--- src/rtl/sidta_pkg.sv ---
// Shared constants and controller/datapath interface types for
// signed_int_to_decimal_ascii. No dependencies.
package sidta_pkg;

   localparam int VALUE_WIDTH   = 32;
   localparam int CHAR_W        = 7;
   localparam int BITS_PER_STEP = 4;
   localparam int SHIFT_STEPS   = (VALUE_WIDTH + BITS_PER_STEP - 1) / BITS_PER_STEP;
   localparam int PAD_W         = SHIFT_STEPS * BITS_PER_STEP;
   // Decimal digits of 2**VALUE_WIDTH - 1: floor(W * log10(2)) + 1
   localparam int NDIG          = (VALUE_WIDTH * 30103) / 100000 + 1;
   localparam int BCD_W         = NDIG * 4;
   localparam int STEP_W        = $clog2(SHIFT_STEPS);
   localparam int IDX_W         = $clog2(NDIG);

   localparam logic [CHAR_W-1:0] CHAR_MINUS = 7'd45;
   localparam logic [CHAR_W-1:0] CHAR_ZERO  = 7'd48;

   typedef struct packed {
      logic load;        // capture a new value
      logic shift;       // one conversion step
      logic find;        // locate leading digit
      logic next_digit;  // advance to next lower digit
      logic sel_sign;    // present the minus sign
   } cmd_type;

   typedef struct packed {
      logic shift_done;
      logic negative;
      logic last_digit;
   } status_type;

endpackage

--- src/rtl/sidta_ctrl.sv ---
// Sequencer for signed_int_to_decimal_ascii: handshakes and datapath commands.
// Depends on sidta_pkg.
module sidta_ctrl (
   input  logic                  clock,
   input  logic                  reset,
   input  logic                  req_valid,
   output logic                  req_ready,
   output logic                  rsp_valid,
   input  logic                  rsp_ready,
   output sidta_pkg::cmd_type    cmd,
   input  sidta_pkg::status_type status
);
   import sidta_pkg::*;

   typedef enum logic [2:0] {
      IDLE,
      CONVERT,
      LOCATE,
      SIGN,
      DIGITS
   } state_type;

   state_type state_ff, state_in;
   logic      req_ready_ff, req_ready_in;
   logic      rsp_valid_ff, rsp_valid_in;

   always_comb begin
      state_in = state_ff;
      cmd      = '0;
      case (state_ff)
         IDLE: begin
            if (req_valid) begin
               cmd.load = 1'b1;
               state_in = CONVERT;
            end
         end
         CONVERT: begin
            cmd.shift = 1'b1;
            if (status.shift_done) begin
               state_in = LOCATE;
            end
         end
         LOCATE: begin
            cmd.find = 1'b1;
            state_in = status.negative ? SIGN : DIGITS;
         end
         SIGN: begin
            cmd.sel_sign = 1'b1;
            if (rsp_ready) begin
               state_in = DIGITS;
            end
         end
         DIGITS: begin
            if (rsp_ready) begin
               if (status.last_digit) begin
                  state_in = IDLE;
               end else begin
                  cmd.next_digit = 1'b1;
               end
            end
         end
         default: begin
            state_in = IDLE;
         end
      endcase
      req_ready_in = (state_in == IDLE);
      rsp_valid_in = state_in inside {SIGN, DIGITS};
   end

   always_ff @(posedge clock) begin
      if (reset) begin
         state_ff     <= IDLE;
         req_ready_ff <= 1'b1;
         rsp_valid_ff <= 1'b0;
      end else begin
         state_ff     <= state_in;
         req_ready_ff <= req_ready_in;
         rsp_valid_ff <= rsp_valid_in;
      end
   end

   assign req_ready = req_ready_ff;
   assign rsp_valid = rsp_valid_ff;

endmodule

--- src/rtl/sidta_datapath.sv ---
// Datapath for signed_int_to_decimal_ascii: magnitude, shift-add-3 BCD
// conversion, leading digit search and character select. Depends on sidta_pkg.
module sidta_datapath (
   input  logic                                    clock,
   input  logic                                    reset,
   input  logic signed [sidta_pkg::VALUE_WIDTH-1:0] req_value,
   input  sidta_pkg::cmd_type                      cmd,
   output sidta_pkg::status_type                   status,
   output logic [sidta_pkg::CHAR_W-1:0]            rsp_character,
   output logic                                    rsp_last
);
   import sidta_pkg::*;

   logic [PAD_W-1:0]       mag_ff, mag_in;
   logic [BCD_W-1:0]       bcd_ff, bcd_in;
   logic [STEP_W-1:0]      step_ff, step_in;
   logic [IDX_W-1:0]       idx_ff, idx_in;
   logic                   neg_ff, neg_in;

   logic [VALUE_WIDTH-1:0] raw;
   logic [VALUE_WIDTH-1:0] abs_val;
   logic [BCD_W-1:0]       bcd_step;
   logic [PAD_W-1:0]       mag_step;
   logic [IDX_W-1:0]       lead_idx;
   logic [3:0]             cur_digit;

   assign raw     = req_value;
   assign abs_val = raw[VALUE_WIDTH-1] ? (~raw + 1'b1) : raw;

   // Four shift-add-3 steps per cycle, most significant magnitude bit first.
   always_comb begin
      bcd_step = bcd_ff;
      mag_step = mag_ff;
      for (int s = 0; s < BITS_PER_STEP; s++) begin
         for (int d = 0; d < NDIG; d++) begin
            if (bcd_step[d*4 +: 4] >= 4'd5) begin
               bcd_step[d*4 +: 4] = bcd_step[d*4 +: 4] + 4'd3;
            end
         end
         {bcd_step, mag_step} = {bcd_step[BCD_W-2:0], mag_step, 1'b0};
      end
   end

   // Highest nonzero digit; zero keeps index 0 so a lone '0' is sent.
   always_comb begin
      lead_idx = '0;
      for (int d = 0; d < NDIG; d++) begin
         if (bcd_ff[d*4 +: 4] != 4'd0) begin
            lead_idx = IDX_W'(d);
         end
      end
   end

   always_comb begin
      mag_in  = mag_ff;
      bcd_in  = bcd_ff;
      step_in = step_ff;
      idx_in  = idx_ff;
      neg_in  = neg_ff;
      if (cmd.load) begin
         neg_in  = raw[VALUE_WIDTH-1];
         mag_in  = PAD_W'(abs_val);
         bcd_in  = '0;
         step_in = '0;
      end else if (cmd.shift) begin
         mag_in  = mag_step;
         bcd_in  = bcd_step;
         step_in = step_ff + 1'b1;
      end else if (cmd.find) begin
         idx_in = lead_idx;
      end else if (cmd.next_digit) begin
         idx_in = idx_ff - 1'b1;
      end
   end

   always_ff @(posedge clock) begin
      if (reset) begin
         step_ff <= '0;
      end else begin
         step_ff <= step_in;
      end
      mag_ff <= mag_in;
      bcd_ff <= bcd_in;
      idx_ff <= idx_in;
      neg_ff <= neg_in;
   end

   assign cur_digit = bcd_ff[idx_ff*4 +: 4];

   assign status.shift_done = (step_ff == STEP_W'(SHIFT_STEPS - 1));
   assign status.negative   = neg_ff;
   assign status.last_digit = (idx_ff == '0);

   assign rsp_character = cmd.sel_sign ? CHAR_MINUS : (CHAR_ZERO + CHAR_W'(cur_digit));
   assign rsp_last      = !cmd.sel_sign && (idx_ff == '0);

endmodule

--- src/rtl/signed_int_to_decimal_ascii.sv ---
// Converts one signed two's complement value per transfer into its decimal
// ASCII text, one character per rsp transfer: '-' first for a negative value,
// then the digits most significant first without leading zeros, rsp_last on
// the final one. After a req transfer the value is converted to BCD by a
// shift-add-3 loop handling four bits per cycle, the LOCATE state then finds
// the leading digit, and one character leaves per cycle while rsp_ready is
// high. No new value is taken until the last character has gone: req_ready
// returns the cycle after the last character's transfer. Depends on
// sidta_pkg, sidta_ctrl and sidta_datapath.
module signed_int_to_decimal_ascii (
   input  logic                                    clock,
   input  logic                                    reset,
   input  logic                                    req_valid,
   output logic                                    req_ready,
   input  logic signed [sidta_pkg::VALUE_WIDTH-1:0] req_value,
   output logic                                    rsp_valid,
   input  logic                                    rsp_ready,
   output logic [sidta_pkg::CHAR_W-1:0]            rsp_character,
   output logic                                    rsp_last
);
   import sidta_pkg::*;

   cmd_type    cmd;
   status_type status;

   sidta_ctrl u_ctrl (
      .clock     (clock),
      .reset     (reset),
      .req_valid (req_valid),
      .req_ready (req_ready),
      .rsp_valid (rsp_valid),
      .rsp_ready (rsp_ready),
      .cmd       (cmd),
      .status    (status)
   );

   sidta_datapath u_datapath (
      .clock         (clock),
      .reset         (reset),
      .req_value     (req_value),
      .cmd           (cmd),
      .status        (status),
      .rsp_character (rsp_character),
      .rsp_last      (rsp_last)
   );

endmodule

--- config.mk ---
export PLATFORM = sky130hd
export DESIGN_NAME = signed_int_to_decimal_ascii
export DESIGN_NICKNAME = d
export VERILOG_FILES = /design/src/rtl/sidta_pkg.sv /design/src/rtl/sidta_ctrl.sv /design/src/rtl/sidta_datapath.sv /design/src/rtl/signed_int_to_decimal_ascii.sv
export SDC_FILE = /design/constraint.sdc
export NUM_CORES = 1
export LEC_CHECK = 0
export ABC_CLOCK_PERIOD_IN_PS = 9800
export BUFFER_PORTS_ARGS = -buffer_cell sky130_fd_sc_hd__buf_2
export CAP_MARGIN = 10
export CORE_ASPECT_RATIO = 1.1
export CORE_MARGIN = 4
export CORE_UTILIZATION = 50
export CTS_BUF_LIST = sky130_fd_sc_hd__clkbuf_2 sky130_fd_sc_hd__clkbuf_4 sky130_fd_sc_hd__clkbuf_8
export DETAILED_ROUTE_END_ITERATION = 10
export PLACE_DENSITY = 0.67
export SLEW_MARGIN = 30
export SYNTH_ARGS = -nofsm -noshare
export SYNTH_HDL_FRONTEND = slang
export SYNTH_HIERARCHICAL = 1
export SYNTH_SLANG_ARGS = --single-unit
--- constraint.sdc ---
create_clock -name clock -period 9.8 [get_ports clock]
set_input_delay 0.98 -clock clock [delete_from_list [all_inputs] [get_ports clock]]
set_output_delay 0.98 -clock clock [all_outputs]
set_load 0.01 [all_outputs]
==> impl_metrics.csv <==
group,metric,value,unit
sta,worst_slew_pin_slew,806,ps
route,wl_per_cell,16.8,um
logic_synthesis,async_flop_share,0,%
sta,fmax,227,MHz
logic_synthesis,synth_top_cell_area_share,12.0,%
setup_path,path_cells,"inv_1, ha_1, nor2b_1, o21ba_1, mux2_4, or3_4, nand2_1, inv_1, ha_1, maj3_1, a22oi_1, mux2i_1, a211oi_1, and4b_1, a221o_1",
sta,slew_headroom,46.2,%
clocking,cts_tree,"yes",
sta,finalClockSkew,12.5,ps
setup_path,worst_ep_required_time,10060,ps
setup_path,worst-setup-path-type,"flip-flop to flip-flop",
floorplan,start_util,51.5,%
floorplan,core,17900,um2
clocking,clkSlewWorstSetupHoldPaths,80,ps
route,drt_wl_total,24.1,mm
grt,grt.total_usage,22.9,%
route,drc,0,
route,via_per_inst,6.34,
setup_path,crit_buf_inv,2,
clocking,clock-root-buffer,"clkbuf_8",
floorplan,die-height,151,um
clocking,ctsHoldBuffers,0,
setup_path,r2r_slack,5400,ps
logic_synthesis,ys_seq_elements,85,
logic_synthesis,syn_nets,1270,
sta,timing.final.crit_share,44.9,%
sta,slew_violations,0,
logic_synthesis,ys_warn_count,6,
grt,grt_pass1_vias,8132,
route,dr_total_vias,9086,
setup_path,cp_top_family,"compound AO/OA/AOI/OAI gates",
clocking,cts_setup_buffers,0,
placed_design,hpwl,17.5,mm
clocking,clk_path_buf_depth,2,
setup_path,cp.arrival,4660,ps
logic_synthesis,synth_edf_count,37,
sta,tns,0,ps
sta,grt_setup_unrepaired,"false",
clocking,cts_buffers,9,
grt,grt_overflow,0,
logic_synthesis,synth.largest_area_cell,"edfxtp_1",
floorplan,row_count,51,
status,outcome,"finished, final reports clean",
sta,hold_viol,0,
route,detail-route-antenna-nets,0,
setup_path,crit_path_max_incr_delay,590,ps
clocking,cts_resized,0,
layout,nFillCells,1708,
logic_synthesis,yosysMostFrequentCell,"nand2_1",
floorplan,die_x,138,um
logic_synthesis,ys.flop_type,"dfxtp_1",
setup_path,slowest_stage,"a211oi_1",
setup_path,worstPathMaxFanout,9,
sta,setup_viol,0,
route,drt-initial-drc-count,748,
layout,syn2layout_area_growth,5.49,%
logic_synthesis,synth_area_per_cell,7.71,um2
logic_synthesis,synth_area_leaders,"edfxtp_1 12%, dfxtp_1 10%, a21oi_1 5.1%, nand2_1 5.0%, nor2_1 5.0%",
layout,drive_gt1_share,10.5,%
grt,grt_pass1_wl,39.5,mm
floorplan,pin_count,46,
sta,finalWorstPathRequiredPeriod,4400,ps
setup_path,cp-end-kind,"flip-flop",
run,drv_cap,0,
placed_design,port_buffers,43,
route,first_pass_iters,5,
clocking,cts_sinks,85,
setup_path,worstSetupStartpointType,"flip-flop",
logic_synthesis,syn_area,9230,um2
hold_path,hp-class,"flip-flop to flip-flop",
floorplan,fp.dieArea,20700,um2
clocking,h-tree-depth,3,
logic_synthesis,netlist_top_cells_count,"123 x nand2_1, 122 x nor2_1, 94 x a21oi_1",
grt,antenna_found_initial,1,
grt,grt_max_degree,65,
placed_design,routabilityCongestion,0.887,
logic_synthesis,ys_seq_area_share,22.4,%
logic_synthesis,synthCells,1198,
logic_synthesis,ys_types,101,
clocking,clk_latency,380,ps
layout,final_nets,1262,
[final cells by class]
class	instances	area, um2	share of cell area (%)
multi-input cells	1003	6700	68.8
flip-flops and latches	85	2070	21.3
well taps	238	298	3.06
repair buffers	50	268	2.75
inverters	41	155	1.59
clock buffers	10	131	1.35
clock inverters	6	110	1.13
diodes	1	2.50	0.0257
[placed cells by master (no fill, tap or decap), types with 17 or more instances in the layout]
cell | Yosys | routed
a21oi_1 | 94 | 94
a31oi_1 | 17 | 17
and2_1 | 17 | 17
buf_2 | 11 | 43
dfxtp_1 | 48 | 48
edfxtp_1 | 37 | 37
ha_1 | 36 | 36
inv_1 | 37 | 37
mux2i_1 | 31 | 30
nand2_1 | 123 | 123
nand2b_1 | 24 | 23
nand3_1 | 36 | 36
nor2_1 | 122 | 122
nor3_1 | 31 | 30
o211ai_1 | 23 | 23
o21ai_0 | 58 | 58
o21ai_1 | 21 | 21
o31ai_1 | 17 | 17
xor2_1 | 30 | 30
[path summary, 6_finish.rpt]
kind	start	to	cells after the start
max reg2reg	u_datapath/bcd_ff[9]	u_datapath/bcd_ff[16]	15
min reg2reg	u_datapath/bcd_ff[33]	u_datapath/bcd_ff[33]	2
min	u_datapath/bcd_ff[33]	u_datapath/bcd_ff[33]	2
max	u_datapath/bcd_ff[9]	u_datapath/bcd_ff[16]	15
[routing by layer]
layer	global-route usage [%]	share of wire, %	vias to the layer above
met5	0	0.029	-
met4	6.09	1.6	2
met3	3.64	4.6	30
met2	38.1	48	233
met1	30.9	46	4297
li1	-	-	4524
[state kept, by name (all words and copies together), names as in the netlist]
signal,count
u_datapath/step_ff,3
u_ctrl/req_ready,1
u_datapath/bcd_ff,40
u_ctrl/rsp_valid,1
u_datapath/mag_ff,32
u_datapath/idx_ff,4
u_datapath/neg_ff,1
u_ctrl/state_ff,3
[cell families (layout without fill, tap and decap cells)]
kind of cell / Yosys count / in the layout / share of synthesized area (%)
AND/OR/NAND/NOR: 443 / 443 / 23.6
AO/OA/AOI/OAI: 415 / 415 / 31.3
multiplexers: 53 / 53 / 7.14
other: 2 / 3 / 0.0813
XOR/XNOR: 44 / 44 / 4.38
adder cells (fa/ha/maj): 46 / 46 / 5.98
flip-flops: 85 / 85 / 22.4
buffers and inverters: 110 / 107 / 5.15
[worst reg2reg max path: stages, from the launching register on]
cell and delay (ps):
dfxtp_1 340, inv_1 140, ha_1 260, nor2b_1 310
o21ba_1 220, mux2_4 370, or3_4 400, nand2_1 170
inv_1 60, ha_1 210, maj3_1 350, a22oi_1 150
mux2i_1 200, a211oi_1 590, and4b_1 270, a221o_1 250
[per-stage QoR]
step / instances / utilization (%) / hold slack, ps / area [um2] / worst slack [ps]
5_1_grt: 1433 / 54.3 / 532 / 9740 / 5180
3_3_place_gp: 1417 / 52.9 / 480 / 9490 / 5540
3_5_place_dp: 1417 / 52.9 / 472 / 9490 / 5500
4_1_cts: 1433 / 54.3 / 497 / 9730 / 5480
6_report: 1434 / 54.3 / 496 / 9740 / 5400
2_1_floorplan: 1198 / - / 449 / 9230 / 6120
Power is not shown: default switching activity piles up to over one toggle a cycle in this logic, so the estimate is an artifact.
